## src/rtl/cmpp_pkg.sv

```systemverilog
`timescale 1ns / 1ps
// Shared types, constants and mode decoding for the charger mode pulse programmer.
package cmpp_pkg;

  typedef enum logic [2:0] {
    MODE_OFF     = 3'd0,
    MODE_USB100  = 3'd1,
    MODE_USB500  = 3'd2,
    MODE_ISET    = 3'd3,
    MODE_FACTORY = 3'd4,
    MODE_UNKNOWN = 3'd5
  } mode_e;

  typedef enum logic [5:0] {
    PH_IDLE  = 6'b000001,
    PH_OFF   = 6'b000010,
    PH_SETUP = 6'b000100,
    PH_PULSE = 6'b001000,
    PH_GAP   = 6'b010000,
    PH_FINAL = 6'b100000
  } phase_e;

  typedef enum logic [1:0] {
    CFG_SETUP = 2'd0,
    CFG_PULSE = 2'd1,
    CFG_HOLD  = 2'd2
  } cfg_idx_e;

  localparam int unsigned SetupW = 16;
  localparam int unsigned PulseW = 10;
  localparam int unsigned HoldW  = 12;
  localparam int unsigned TimerW = 16;

  localparam logic [SetupW-1:0] SetupReset = 16'd35000;
  localparam logic [PulseW-1:0] PulseReset = 10'd150;
  localparam logic [HoldW-1:0]  HoldReset  = 12'd1800;

  typedef struct packed {
    logic [SetupW-1:0] setup_ticks;
    logic [PulseW-1:0] pulse_ticks;
    logic [HoldW-1:0]  hold_ticks;
  } cfg_t;

  typedef struct packed {
    logic pin_level;
    logic busy_res;
    logic rejected;
  } res_t;

  function automatic logic is_pulse_mode(mode_e m);
    return (m == MODE_USB100) || (m == MODE_USB500) || (m == MODE_ISET) ||
           (m == MODE_FACTORY);
  endfunction

  function automatic logic [1:0] pulse_count(mode_e m);
    logic [1:0] n;
    case (m)
      MODE_USB100:  n = 2'd2;
      MODE_ISET:    n = 2'd1;
      MODE_FACTORY: n = 2'd3;
      default:      n = 2'd0;
    endcase
    return n;
  endfunction

endpackage

```

## src/rtl/cmpp_seq.sv

```systemverilog
`timescale 1ns / 1ps
// Pulse sequencer state and the next-state logic for one request or tick.
module cmpp_seq import cmpp_pkg::*; (
  input  logic       clk_i,
  input  logic       rst_ni,
  input  logic       en_i,
  input  logic       kind_i,
  input  logic [2:0] mode_i,
  input  cfg_t       cfg_i,
  output res_t       res_o
);

  typedef struct packed {
    phase_e            phase;
    logic [1:0]        pulses;
    logic              pin;
    logic [TimerW-1:0] rem;
  } seq_t;

  // Walks forward from phase p past every phase whose length is zero.
  function automatic seq_t settle(phase_e p, logic [1:0] pl, mode_e pend, logic pin,
                                  cfg_t c);
    seq_t s;
    s.phase  = p;
    s.pulses = pl;
    s.pin    = pin;
    s.rem    = '0;
    if (s.phase == PH_OFF) begin
      s.pin = 1'b1;
      if (c.hold_ticks != '0) begin
        s.rem = {{(TimerW-HoldW){1'b0}}, c.hold_ticks};
      end else if (is_pulse_mode(pend)) begin
        s.pulses = pulse_count(pend);
        s.phase  = PH_SETUP;
      end else begin
        s.phase = PH_IDLE;
      end
    end
    if (s.phase == PH_SETUP) begin
      s.pin = 1'b0;
      if (c.setup_ticks != '0) begin
        s.rem = c.setup_ticks;
      end else begin
        s.phase = (s.pulses != 2'd0) ? PH_PULSE : PH_FINAL;
      end
    end
    if (s.phase == PH_GAP) begin
      s.pin = 1'b0;
      if (c.pulse_ticks != '0) begin
        s.rem = {{(TimerW-PulseW){1'b0}}, c.pulse_ticks};
      end else begin
        s.phase = PH_PULSE;
      end
    end
    if (s.phase == PH_PULSE) begin
      s.pin = 1'b1;
      if (c.pulse_ticks != '0) begin
        s.rem = {{(TimerW-PulseW){1'b0}}, c.pulse_ticks};
      end else begin
        s.pulses = 2'd0;
        s.phase  = PH_FINAL;
      end
    end
    if (s.phase == PH_FINAL) begin
      s.pin = 1'b0;
      if (c.hold_ticks != '0) begin
        s.rem = {{(TimerW-HoldW){1'b0}}, c.hold_ticks};
      end else begin
        s.phase = PH_IDLE;
      end
    end
    return s;
  endfunction

  mode_e             cur_mode_q, cur_mode_d;
  mode_e             pend_mode_q, pend_mode_d;
  phase_e            phase_q, phase_d;
  logic [TimerW-1:0] rem_q, rem_d;
  logic [1:0]        pulses_q, pulses_d;
  logic              pin_q, pin_d;
  mode_e             mode;
  logic              busy;
  logic              rej;
  phase_e            nxt_phase;
  logic [1:0]        nxt_pulses;
  seq_t              st;

  assign mode = (mode_i > MODE_UNKNOWN) ? MODE_UNKNOWN : mode_e'(mode_i);
  assign busy = (phase_q != PH_IDLE);

  always_comb begin
    nxt_phase  = PH_IDLE;
    nxt_pulses = pulses_q;
    case (phase_q)
      PH_OFF: begin
        if (is_pulse_mode(pend_mode_q)) begin
          nxt_pulses = pulse_count(pend_mode_q);
          nxt_phase  = PH_SETUP;
        end
      end
      PH_SETUP: nxt_phase = (pulses_q != 2'd0) ? PH_PULSE : PH_FINAL;
      PH_PULSE: begin
        nxt_pulses = pulses_q - 2'd1;
        nxt_phase  = (nxt_pulses != 2'd0) ? PH_GAP : PH_FINAL;
      end
      PH_GAP:   nxt_phase = PH_PULSE;
      default:  nxt_phase = PH_IDLE;
    endcase
  end

  always_comb begin
    cur_mode_d  = cur_mode_q;
    pend_mode_d = pend_mode_q;
    phase_d     = phase_q;
    rem_d       = rem_q;
    pulses_d    = pulses_q;
    pin_d       = pin_q;
    rej         = 1'b0;
    st          = settle(nxt_phase, nxt_pulses, pend_mode_q, pin_q, cfg_i);
    if (!kind_i) begin
      if (busy) begin
        rej = 1'b1;
      end else if (mode != cur_mode_q) begin
        cur_mode_d  = mode;
        pend_mode_d = mode;
        if ((mode == MODE_OFF) || (cur_mode_q != MODE_OFF)) begin
          st       = settle(PH_OFF, pulses_q, mode, pin_q, cfg_i);
          phase_d  = st.phase;
          rem_d    = st.rem;
          pulses_d = st.pulses;
          pin_d    = st.pin;
        end else if (is_pulse_mode(mode)) begin
          st       = settle(PH_SETUP, pulse_count(mode), mode, pin_q, cfg_i);
          phase_d  = st.phase;
          rem_d    = st.rem;
          pulses_d = st.pulses;
          pin_d    = st.pin;
        end
      end
    end else if (busy) begin
      if (rem_q > {{(TimerW-1){1'b0}}, 1'b1}) begin
        rem_d = rem_q - {{(TimerW-1){1'b0}}, 1'b1};
      end else begin
        phase_d  = st.phase;
        rem_d    = st.rem;
        pulses_d = st.pulses;
        pin_d    = st.pin;
      end
    end
  end

  always_ff @(posedge clk_i or negedge rst_ni) begin
    if (!rst_ni) begin
      cur_mode_q  <= MODE_UNKNOWN;
      pend_mode_q <= MODE_UNKNOWN;
      phase_q     <= PH_IDLE;
      rem_q       <= '0;
      pulses_q    <= 2'd0;
      pin_q       <= 1'b1;
    end else if (en_i) begin
      cur_mode_q  <= cur_mode_d;
      pend_mode_q <= pend_mode_d;
      phase_q     <= phase_d;
      rem_q       <= rem_d;
      pulses_q    <= pulses_d;
      pin_q       <= pin_d;
    end
  end

  assign res_o.pin_level = pin_d;
  assign res_o.busy_res  = (phase_d != PH_IDLE);
  assign res_o.rejected  = rej;

endmodule

```

## src/rtl/charger_mode_pulse_programmer_core.sv

```systemverilog
`timescale 1ns / 1ps
// Top level of the charger mode pulse programmer: request stage, sequencer, result register.
// An accepted request waits in the request stage; the result register loads when it advances.
// Throughput: one request or tick per cycle if not stalled; each is one sequencer pass.
// Reset: sequencer pin high, mode unknown, sequencer idle, timing registers at their defaults.
// The block takes requests as soon as reset is released.
module charger_mode_pulse_programmer_core import cmpp_pkg::*; (
  input  logic              clk_i,
  input  logic              rst_ni,
  input  logic              in_valid_i,
  output logic              in_stall_o,
  input  logic              kind_i,
  input  logic [2:0]        mode_i,
  output logic              out_valid_o,
  input  logic              out_stall_i,
  output logic              pin_level_o,
  output logic              busy_res_o,
  output logic              rejected_o,
  input  logic              cfg_we_i,
  input  logic [1:0]        cfg_index_i,
  input  logic [SetupW-1:0] cfg_wdata_i
);

  cfg_t       cfg_q;
  logic       s_valid_q;
  logic       s_kind_q;
  logic [2:0] s_mode_q;
  logic       out_valid_q;
  res_t       res_q;
  res_t       res;
  logic       adv;
  logic       in_acc;

  always_ff @(posedge clk_i or negedge rst_ni) begin
    if (!rst_ni) begin
      cfg_q.setup_ticks <= SetupReset;
      cfg_q.pulse_ticks <= PulseReset;
      cfg_q.hold_ticks  <= HoldReset;
    end else if (cfg_we_i) begin
      case (cfg_idx_e'(cfg_index_i))
        CFG_SETUP: cfg_q.setup_ticks <= cfg_wdata_i;
        CFG_PULSE: cfg_q.pulse_ticks <= cfg_wdata_i[PulseW-1:0];
        CFG_HOLD:  cfg_q.hold_ticks  <= cfg_wdata_i[HoldW-1:0];
        default: ;
      endcase
    end
  end

  assign adv        = s_valid_q && (!out_valid_q || !out_stall_i);
  assign in_stall_o = s_valid_q && !adv;
  assign in_acc     = in_valid_i && !in_stall_o;

  always_ff @(posedge clk_i or negedge rst_ni) begin
    if (!rst_ni) begin
      s_valid_q   <= 1'b0;
      out_valid_q <= 1'b0;
    end else begin
      if (in_acc) begin
        s_valid_q <= 1'b1;
      end else if (adv) begin
        s_valid_q <= 1'b0;
      end
      if (adv) begin
        out_valid_q <= 1'b1;
      end else if (!out_stall_i) begin
        out_valid_q <= 1'b0;
      end
    end
  end

  always_ff @(posedge clk_i) begin
    if (in_acc) begin
      s_kind_q <= kind_i;
      s_mode_q <= mode_i;
    end
    if (adv) begin
      res_q <= res;
    end
  end

  cmpp_seq u_seq (
    .clk_i  (clk_i),
    .rst_ni (rst_ni),
    .en_i   (adv),
    .kind_i (s_kind_q),
    .mode_i (s_mode_q),
    .cfg_i  (cfg_q),
    .res_o  (res)
  );

  assign out_valid_o = out_valid_q;
  assign pin_level_o = res_q.pin_level;
  assign busy_res_o  = res_q.busy_res;
  assign rejected_o  = res_q.rejected;

endmodule

```

## config.mk

```make
export PLATFORM = sky130hd
export DESIGN_NAME = charger_mode_pulse_programmer_core
export DESIGN_NICKNAME = d
export VERILOG_FILES = /design/src/rtl/cmpp_pkg.sv /design/src/rtl/cmpp_seq.sv /design/src/rtl/charger_mode_pulse_programmer_core.sv
export SDC_FILE = /design/constraint.sdc
export NUM_CORES = 1
export LEC_CHECK = 0
export ABC_CLOCK_PERIOD_IN_PS = 3200
export BUFFER_PORTS_ARGS = -buffer_cell sky130_fd_sc_hd__buf_2
export CAP_MARGIN = 20
export CORE_MARGIN = 2
export CORE_UTILIZATION = 55
export CTS_CLUSTER_SIZE = 10
export DETAILED_ROUTE_END_ITERATION = 12
export GPL_TIMING_DRIVEN = 0
export PLACE_DENSITY_LB_ADDON = 0.25
export SLEW_MARGIN = 20
export SYNTH_ARGS = -nofsm -noshare
export SYNTH_HDL_FRONTEND = slang
export SYNTH_SLANG_ARGS = --single-unit
```

## constraint.sdc

```tcl
create_clock -name clk_i -period 3.2 [get_ports clk_i]
set_input_delay 0 -clock clk_i [delete_from_list [all_inputs] [get_ports clk_i]]
set_output_delay 0 -clock clk_i [all_outputs]
set_load 0.03 [all_outputs]
```

# Yosys cells after proc, flatten, opt, wreduce, memory -nomap -nowiden
# Cells that the tools add are included.
# word_totals
regBits,75
in_bits,27
output_inout_bits,5
elab_cells,220
# classes
n_addsub,2
magnitude_cmp,2
eq_ne,33
muxes,131
bitwise,2
reduce_logical,35
# op_table
op,count
25-bit two-way mux,17
16-bit two-way mux,20
6-bit two-way mux,47
17-bit two-way mux,7
8-bit two-way mux,5
2-bit two-way mux,15
6-bit by 4-bit == test with 1-bit output (second input constant),4
6-bit by 5-bit == test with 1-bit output (second input constant),4
6-bit one-hot mux with 4 select lines,1
6-bit by 3-bit == test with 1-bit output (second input constant),3
6-bit == test (second input constant),3
16-bit by 1-bit greater-than comparator with 1-bit output (second input constant),1
16-bit nonzero test,1
16-bit by 1-bit subtractor with 16-bit output (second input constant),1
2-bit nonzero test,7
3-bit by 2-bit == test with 1-bit output (second input constant),4
6-bit by 2-bit == test with 1-bit output (second input constant),2
1-bit two-way mux,12
12-bit two-way mux,1
6-bit by 1-bit inequality test with 1-bit output (second input constant),2
2-bit one-hot mux with 3 select lines,2
12-bit nonzero test,1
10-bit nonzero test,1
3-bit two-way mux,3
other kinds (21),41

# Depth between registers and ports, before layout
# Gate-level depths: netlist (run 1).
# depth
ltp_word,41
mapped_depth,10
mapped_depth_nobuf,9

# By module
# From an unflattened synthesis (run 1), not the netlist that was laid out.
# hier_totals
hier_cells,553
hier_area_um2,5116.2
# modules_own_cells
module,instances,cells_each,area_per_inst_um2,seq_area_each_um2
cmpp_seq,1,456,3362.0,705.7
charger_mode_pulse_programmer_core,1,97,1754.2,1228.7

# Least setup slack after synthesis (run 1)
# No wires, ideal clock.
# synth_timing
kind,register -> register
start,register u_seq.cur_mode_q[0]
end,"register res_q, in the netlist busy_res_o (data pin)"
t_arrival_ps,2383
required_time_ps,2917
setup_slack_ps,533
stages_incl_launch_ff,9
path_buffers,1
path_cell_list,dfstp_2 > clkbuf_1 > xor2_1 > nor4_1 > or3_1 > nor4_1 > a221o_1 > a2111oi_0 > o2111ai_1
# synth_lines
item,line,source
from (decl),cmpp_seq.sv:75,"mode_e cur_mode_q, cur_mode_d;"
from (signal assigned),cmpp_seq.sv:161,cur_mode_q <= cur_mode_d;
to (signal assigned),charger_mode_pulse_programmer_core.sv:77,res_q <= res;
to (decl),charger_mode_pulse_programmer_core.sv:29,res_t res_q;

# Worst setup path in the final report (run 1)
# layout_timing
start,register cfg_q[1] (netlist name)
end,register u_seq.rem_q[4]
# layout_via
elab_chain_cells,32
word_cells_on_any_way,68
cone_classes,eq/ne: 8; mux: 57; reduce/logical: 3
# layout_rtl
item,line,source
from (decl),charger_mode_pulse_programmer_core.sv:24,cfg_t cfg_q;
12-bit nonzero test (*),"cmpp_seq.sv:30, cmpp_seq.sv:66",
8-bit two-way mux,cmpp_seq.sv:30,if (c.hold_ticks != '0) begin
25-bit two-way mux,cmpp_seq.sv:126,if ((mode == MODE_OFF) || (cur_mode_q != MODE_OFF)) begin
25-bit two-way mux,cmpp_seq.sv:123,end else if (mode != cur_mode_q) begin
25-bit two-way mux,cmpp_seq.sv:121,if (busy) begin
25-bit two-way mux,cmpp_seq.sv:120,if (!kind_i) begin
2-bit nonzero test,cmpp_seq.sv:44,s.phase = (s.pulses != 2'd0) ? PH_PULSE : PH_FINAL;
6-bit two-way mux,cmpp_seq.sv:44,
[... 16 more ...],-,
25-bit two-way mux,cmpp_seq.sv:121,
25-bit two-way mux,cmpp_seq.sv:120,
6-bit == test / 16-bit two-way mux (equally long branches),"cmpp_seq.sv:64, cmpp_seq.sv:66",
17-bit two-way mux,cmpp_seq.sv:64,if (s.phase == PH_FINAL) begin
16-bit two-way mux,cmpp_seq.sv:126,
16-bit two-way mux,cmpp_seq.sv:123,
16-bit two-way mux,cmpp_seq.sv:121,
16-bit two-way mux (*),cmpp_seq.sv:120,
to (signal assigned),cmpp_seq.sv:164,rem_q <= rem_d;
to (decl),cmpp_seq.sv:78,"logic [TimerW-1:0] rem_q, rem_d;"
# Mark *: on every way between the ends. The rest lies on a longest branch, timed or not. The select of a mux whose other input is x is not followed.
# A chain may end at the register's enable or synchronous reset.

==> impl_metrics.csv, run 1 <==
group,metric,value,unit
status,outcome,"complete, no violations",
worst_hold_path,hold_class,"primary input to asynchronous set/reset pin",
setup_path,crit_chain,"nor4_1, nand3_1, nor3_1, nand2_1, and3_1, or4_1, o211ai_1",
clock_network,clk_path_buf_depth,2,
synthesis,ys_warn_count,0,
setup_path,arrival,3.49,ns
route,via_count,4941,
placed_design,port_buffers,31,
timing,hold_violations,0,
run,cap_violations,0,
clock_network,cts_tree,"done",
layout,drive_gt1_share,23.6,%
setup_path,critPathMaxStageDelay,0.89,ns
route,wl_per_cell,21.2,um
grt,grt_pass1_vias,4790,
timing,fin_crit,3.20,ns
synthesis,ys_ff_latch,75,
placed_design,gp_congestion,0.983,
timing,worst_slew_pin_slew,1.00,ns
synthesis,synthFlopType,"dfrtp_1",
setup_path,cp-start-kind,"flip-flop",
placed_design,place_area,5410,um2
setup_path,reg2reg_depth,7,
layout,stdcell_count,725,
timing,max_freq,313,MHz
grt,grt_max_degree,39,
synthesis,syn_avg_cell_area,9.39,um2
synthesis,synth_enable_flop_cells,7,
clock_network,cts_buffers,9,
die,ioPinCount,32,
setup_path,r2r_slack,0.0006,ns
setup_path,crit_required,3.49,ns
clock_network,cts_root_buffer,"clkbuf_8",
clock_network,clk_pin_slew,0.10,ns
grt,grt_pass1_wl,24800,um
timing,tns,0,ns
setup_path,worstReg2RegEnd,"u_seq.rem_q[4]",
die,dieArea,10000,um2
route,drt_iter0_markers,541,
die,die_w,100,um
synthesis,synth_cell_types,76,
die,coreArea,9110,um2
synthesis,synth_nets,575,
clock_network,cts_max_level,3,
synthesis,synth_area_leaders,"dfrtp_1, dfstp_2, mux2_2",
grt,grt-ovfl-total,0,
die,rows,35,
die,die_y,100,um
timing,slew_viol_final,0,
layout,layout.nets,642,
setup_path,critical_path_class,"flip-flop to flip-flop",
layout,design_area,5890,um2
clock_network,clkLatencyLatePin,0.38,ns
timing,finClkSkew,0.0148,ns
timing,period_share,100,%
route,drt-pass1-iter-count,8,
power,irDropWorstVdd,0.380,mV
synthesis,syn-cell-area,5090,um2
route,drc,0,
layout,syn2layout_area_growth,15.8,%
power,p_leak,2.33,nW
layout,nFillCells,759,
placed_design,dp.final_hpwl,10900,um
grt,track_usage,31.7,%
synthesis,synth_top_area_share,24.6,%
setup_path,r2r_start,"cfg_q[1]",
synthesis,yosysSeqAreaShare,38.0,%
synthesis,synth_cells,542,
setup_path,critPathMaxFanout,6,
route,ant_nets,0,
synthesis,yosysTopAreaCell,"dfrtp_1",
die,initial_core_util,55.9,%
synthesis,async_reset_ff_share,90.7,%
grt,antenna_found_initial,0,
timing,slew_headroom,32.7,%
power,p_per_area,701,nW/um2
route,wirelength,15400,um
setup_path,crit_path_top_delay_cell,"nor3_1",
clock_network,cts_setup_buffers,0,
timing,rsz0062_at_grt,"true",
timing,setup-violations-final,0,
setup_path,end_kind,"flip-flop",
route,via_per_inst,6.82,
clock_network,cts.sinks,75,
placed_design,dp.cells,685,
layout,diodes,0,
state kept, by name, indices dropped and copies added (netlist names):
register,flops
u_seq.rem_q,16
out_valid_o,1
u_seq.pin_q,1
rejected_o,1
s_kind_q,1
s_mode_q,3
cfg_q,38
pin_level_o,1
u_seq.pulses_q,2
busy_res_o,1
u_seq.cur_mode_q,3
s_valid_q,1
u_seq.phase_q,6
worst max-delay path by stage:
stage          slack [ns]  depth (start not counted)                 from        endpoint
3_5_place_dp        -0.10                          7            cfg_q[32]  u_seq.rem_q[4]
5_1_grt             -0.06                          8  u_seq.cur_mode_q[0]      busy_res_o
4_1_cts              0.03                          9            cfg_q[32]  u_seq.rem_q[0]
6_report           0.0006                          7             cfg_q[1]  u_seq.rem_q[4]
2_1_floorplan        0.53                          8  u_seq.cur_mode_q[0]      busy_res_o
3_3_place_gp        -0.05                          7            cfg_q[32]  u_seq.rem_q[4]
placed cells by master (no fill, tap or decap), drive strengths merged, types with 8 or more instances in the layout:
master       count
a211oi          12
a21oi           39
a221o           10
a221oi           9
buf             47
clkbuf          30
dfrtp           50
dfstp           18
dlygate4sd3     24
inv             12
mux2            40
nand2           51
nand3           11
nand3b           8
nor2            36
nor3            16
nor4            20
o21ai           28
or4              9
xor2            10
critical path: cells and delay by family (launching register included):
| family | cells | cell delay (ns) |
|---|---|---|
| simple gates | 6 | 2.52 |
| flops | 1 | 0.46 |
| compound gates | 1 | 0.11 |
cell families after synthesis:
kind of cell             count (synthesis)  synth area share [%]
AND/OR/NAND/NOR                        197                  21.5
AO/OA/AOI/OAI                          161                  23.2
XOR/XNOR                                15                  2.58
buffers and inverters                   46                  4.03
adder cells (fa/ha/maj)                  6                  1.47
multiplexers                            42                  9.24
flip-flops                              75                  38.0
synth_stat cells, drive strengths merged, types with 4 or more instances:
master and count:
a221oi 9, buf 16, clkbuf 20, xor2 10
nand3 11, o31ai 7, or4 9, a21oi 39
nand3b 8, a211oi 12, o211ai 5, nand2 51
a221o 10, xnor2 5, nor3 16, nor3b 6
dfrtp 50, nor4 20, inv 8, and3 7
nor2b 4, edfxtp 7, a22oi 5, nor2 36
ha 6, a211o 6, mux2 40, dfstp 18
o21ai 28, nand4 7, nand2b 7, a2111oi 5
or3 5
area by class of cell:
cell class	count	area [um2]	share of cell area, %
inverters	10	37.5	0.637
well taps	111	139	2.36
plain buffers	36	169	2.87
flip-flops and latches	75	1930	32.8
multi-input cells	421	2990	50.8
repair buffers	56	418	7.09
clock buffers	9	124	2.10
clock inverters	7	81.3	1.38
routing by layer:
| metal | part of all wire [%] | track usage, % | up-vias |
|---|---|---|---|
| li1 | - | - | 2234 |
| met1 | 42 | 43.6 | 2333 |
| met2 | 45 | 49.1 | 312 |
| met3 | 9.7 | 6.82 | 62 |
| met4 | 3.7 | 12.3 | 0 |
| met5 | 0 | 0 | - |
power breakdown:
part	internal, mW	switching [mW]	total (mW)
Combinational	0.717	1.04	1.76
Sequential	1.25	0.339	1.59
Clock	0.373	0.407	0.779
metrics by stage:
stage	setup WS (ns)	utilization [%]	total power [mW]	hold WS, ns
5_1_grt	-0.0568	64.7	4.38	0.137
6_report	0.000616	64.7	4.13	0.103
2_1_floorplan	0.533	-	2.77	-0.296
4_1_cts	0.0281	64.4	4.07	0.0967
3_5_place_dp	-0.102	59.4	3.26	-0.0246
3_3_place_gp	-0.0540	59.1	3.20	0.177
repair_timing:
action	in CTS	in global routing
resized for setup	1	7
hold buffers	24	0
setup endpoints to repair	2	11
endpoints found under the hold margin	98	0
Note: power is estimated with default switching activity, not from simulation.
==> run 2: changes to the inputs <==
--- a/config.mk
+++ b/config.mk
@@ -5,6 +5,7 @@
 export SDC_FILE = /design/constraint.sdc
 export NUM_CORES = 1
 export LEC_CHECK = 0
+export ABC_AREA = 1
 export ABC_CLOCK_PERIOD_IN_PS = 3200
 export BUFFER_PORTS_ARGS = -buffer_cell sky130_fd_sc_hd__buf_2
 export CAP_MARGIN = 20
==> impl_metrics.csv, run 2 <==
group,metric,value,unit
layout,largest_reg_flops,38,
placed_design,port_buffers,31,
power,fin_total_pwr,3.68,mW
timing,setup-violations-final,0,
setup_path,crit_required,3.50,ns
synthesis,synth_nets,833,
synthesis,synthFlopType,"dfrtp_1",
clock_network,cts_buffers,9,
grt,grt-ovfl-total,0,
layout,final_common_cell,"nand2_1",
power,pwr-share-comb,38.0,%
route,drc,0,
die,die_y,103,um
timing,hold_violations,0,
synthesis,yosysMostFrequentCell,"nand2_1",
clock_network,clk_pin_slew,0.09,ns
synthesis,synth_enable_flop_cells,7,
placed_design,gp_congestion,0.979,
layout,largestRegisters,"cfg_q (38), u_seq.rem_q (16), u_seq.phase_q (6)",
route,wirelength,16500,um
power,p_switching,1.58,mW
clock_network,cts_setup_buffers,0,
clock_network,cts_resized,0,
setup_path,cp-start-kind,"flip-flop",
route,via_count,5711,
timing,worst_slew_pin_slew,0.683,ns
layout,register_area,1930,um2
setup_path,crit_path_top_delay_cell,"clkbuf_1",
grt,antenna_found_initial,0,
timing,slew_headroom,54.0,%
synthesis,yosysTopAreaCell,"dfrtp_1",
worst_hold_path,hold_class,"primary input to asynchronous set/reset pin",
grt,grt_pass1_wl,27100,um
layout,diodes,0,
die,initial_core_util,56.0,%
layout,syn2layout_area_growth,14.5,%
clock_network,cts.sinks,75,
setup_path,critPathMaxStageDelay,0.47,ns
clock_network,hold_buffers,23,
power,p_leak,2.88,nW
die,dieArea,10600,um2
timing,max_freq,354,MHz
timing,finClkSkew,0.00926,ns
layout,drive_gt1_share,13.8,%
power,pwr-share-clk,21.2,%
timing,tns,0,ns
setup_path,critical_path_class,"flip-flop to flip-flop",
synthesis,synth_cell_types,42,
layout,nFillCells,895,
synthesis,ys_warn_count,0,
synthesis,synth_cells,800,
synthesis,ys_ff_latch,75,
status,outcome,"complete, no violations",
layout,largest_register,"cfg_q",
layout,multi_input_comb_area,2930,um2
run,cap_violations,0,
setup_path,crit_chain,"clkinv_1, clkbuf_1, clkbuf_1, ha_1, nand4_1, buf_2, buf_2, a21oi_1, a21oi_1",
layout,layout.nets,899,
layout,utilization,64.1,%
layout,final_cell_mix,"nand2_1, inv_1, nor2_1",
route,drt-pass1-iter-count,10,
clock_network,cts_tree,"done",
synthesis,synth_area_leaders,"dfrtp_1, nand2_1, dfstp_2",
synthesis,synth_top_area_share,23.2,%
timing,fin_crit,2.82,ns
grt,grt_pass1_vias,5237,
die,die_w,103,um
timing,slew_viol_final,0,
route,via_per_inst,5.69,
power,irDropWorstVdd,0.374,mV
clock_network,clk_path_buf_depth,2,
synthesis,yosysSeqAreaShare,35.8,%
setup_path,end_kind,"flip-flop",
power,p_int,2.10,mW
route,drt_iter0_markers,657,
synthesis,netlist_top_cells_count,"nand2_1, inv_1, nor2_1, o21ai_0, a21oi_1",
clock_network,cts_max_level,3,
power,p_sw_share,42.9,%
synthesis,syn-cell-area,5400,um2
clock_network,cts_root_buffer,"clkbuf_8",
clock_network,clkLatencyLatePin,0.37,ns
setup_path,arrival,3.12,ns
power,seqPwrFrac,40.9,%
synthesis,async_reset_ff_share,90.7,%
die,rows,36,
synthesis,syn_avg_cell_area,6.75,um2
die,coreArea,9640,um2
timing,period_share,88.2,%
placed_design,dp.final_hpwl,12600,um
timing,rsz0062_at_grt,"false",
route,ant_nets,0,
grt,grt_max_degree,41,
setup_path,critPathMaxFanout,11,
grt,track_usage,33.3,%
route,wl_per_cell,16.4,um
power,p_per_area,596,nW/um2
die,ioPinCount,32,
run 2: final timing paths:
kind                       startpoint               end  slack, ns  cells after the start
min                            rst_ni  u_seq.phase_q[3]       0.09                      2
max                          s_kind_q    u_seq.rem_q[7]       0.38                      9
max in group asynchronous      rst_ni         cfg_q[13]       2.50                      3
min in group clk_i           cfg_we_i         cfg_q[37]       0.09                      4
max reg2reg                  s_kind_q    u_seq.rem_q[7]       0.38                      9
min reg2reg                 cfg_q[29]         cfg_q[29]       0.50                      2
run 2: final cells by class:
class | count | share of cell area, %
flip-flops and latches | 75 | 31.3
plain buffers | 25 | 1.96
inverters | 112 | 6.80
clock buffers | 9 | 2.00
repair buffers | 55 | 6.60
clock inverters | 7 | 1.34
multi-input cells | 588 | 47.3
well taps | 133 | 2.69
run 2: through the flow:
stage          setup WS (ns)  std cells  hold WS [ns]  instance area (um2)
2_1_floorplan           1.14        800        -0.296                 5400
3_3_place_gp           0.522        964         0.179                 5720
3_5_place_dp           0.487        965       -0.0411                 5750
4_1_cts                0.474       1004        0.0730                 6180
5_1_grt                0.136       1004         0.117                 6180
6_report               0.378       1004        0.0856                 6180
run 2: worst max-delay path: cells and delay by family, from the launching register on:
family / cells / cell delay (ns)
buffers and inverters: 5 / 1.57
DFF: 1 / 0.46
adders and majority gates: 1 / 0.32
AOI/OAI and AO/OA: 2 / 0.25
and+or+nand+nor: 1 / 0.14
run 2: cell families (layout without fill, tap and decap cells):
| group | count (synthesis) | after routing | share of synthesized area [%] |
|---|---|---|---|
| AOI/OAI and AO/OA | 176 | 176 | 17.8 |
| xor gates and xnor gates | 6 | 6 | 0.973 |
| adders and majority gates | 6 | 6 | 1.39 |
| buffers and inverters | 137 | 208 | 10.0 |
| DFF | 75 | 75 | 35.8 |
| and+or+nand+nor | 400 | 400 | 34.0 |
run 2: power groups by stage:
stage | combinational [mW] | sequential (mW) | clock, mW
floorplan | 1.03 | 1.44 | 0
global route | 1.60 | 1.54 | 0.833
CTS | 1.37 | 1.50 | 0.786
finish | 1.40 | 1.51 | 0.779
detailed placement | 1.34 | 1.51 | 0
global placement | 1.30 | 1.50 | 0
run 2: routing by layer:
metal  GRT usage, %  share of wire (%)
met4           11.1                2.7
met5              0                  0
met3           5.22                8.4
met2           51.3                 45
met1           48.0                 44
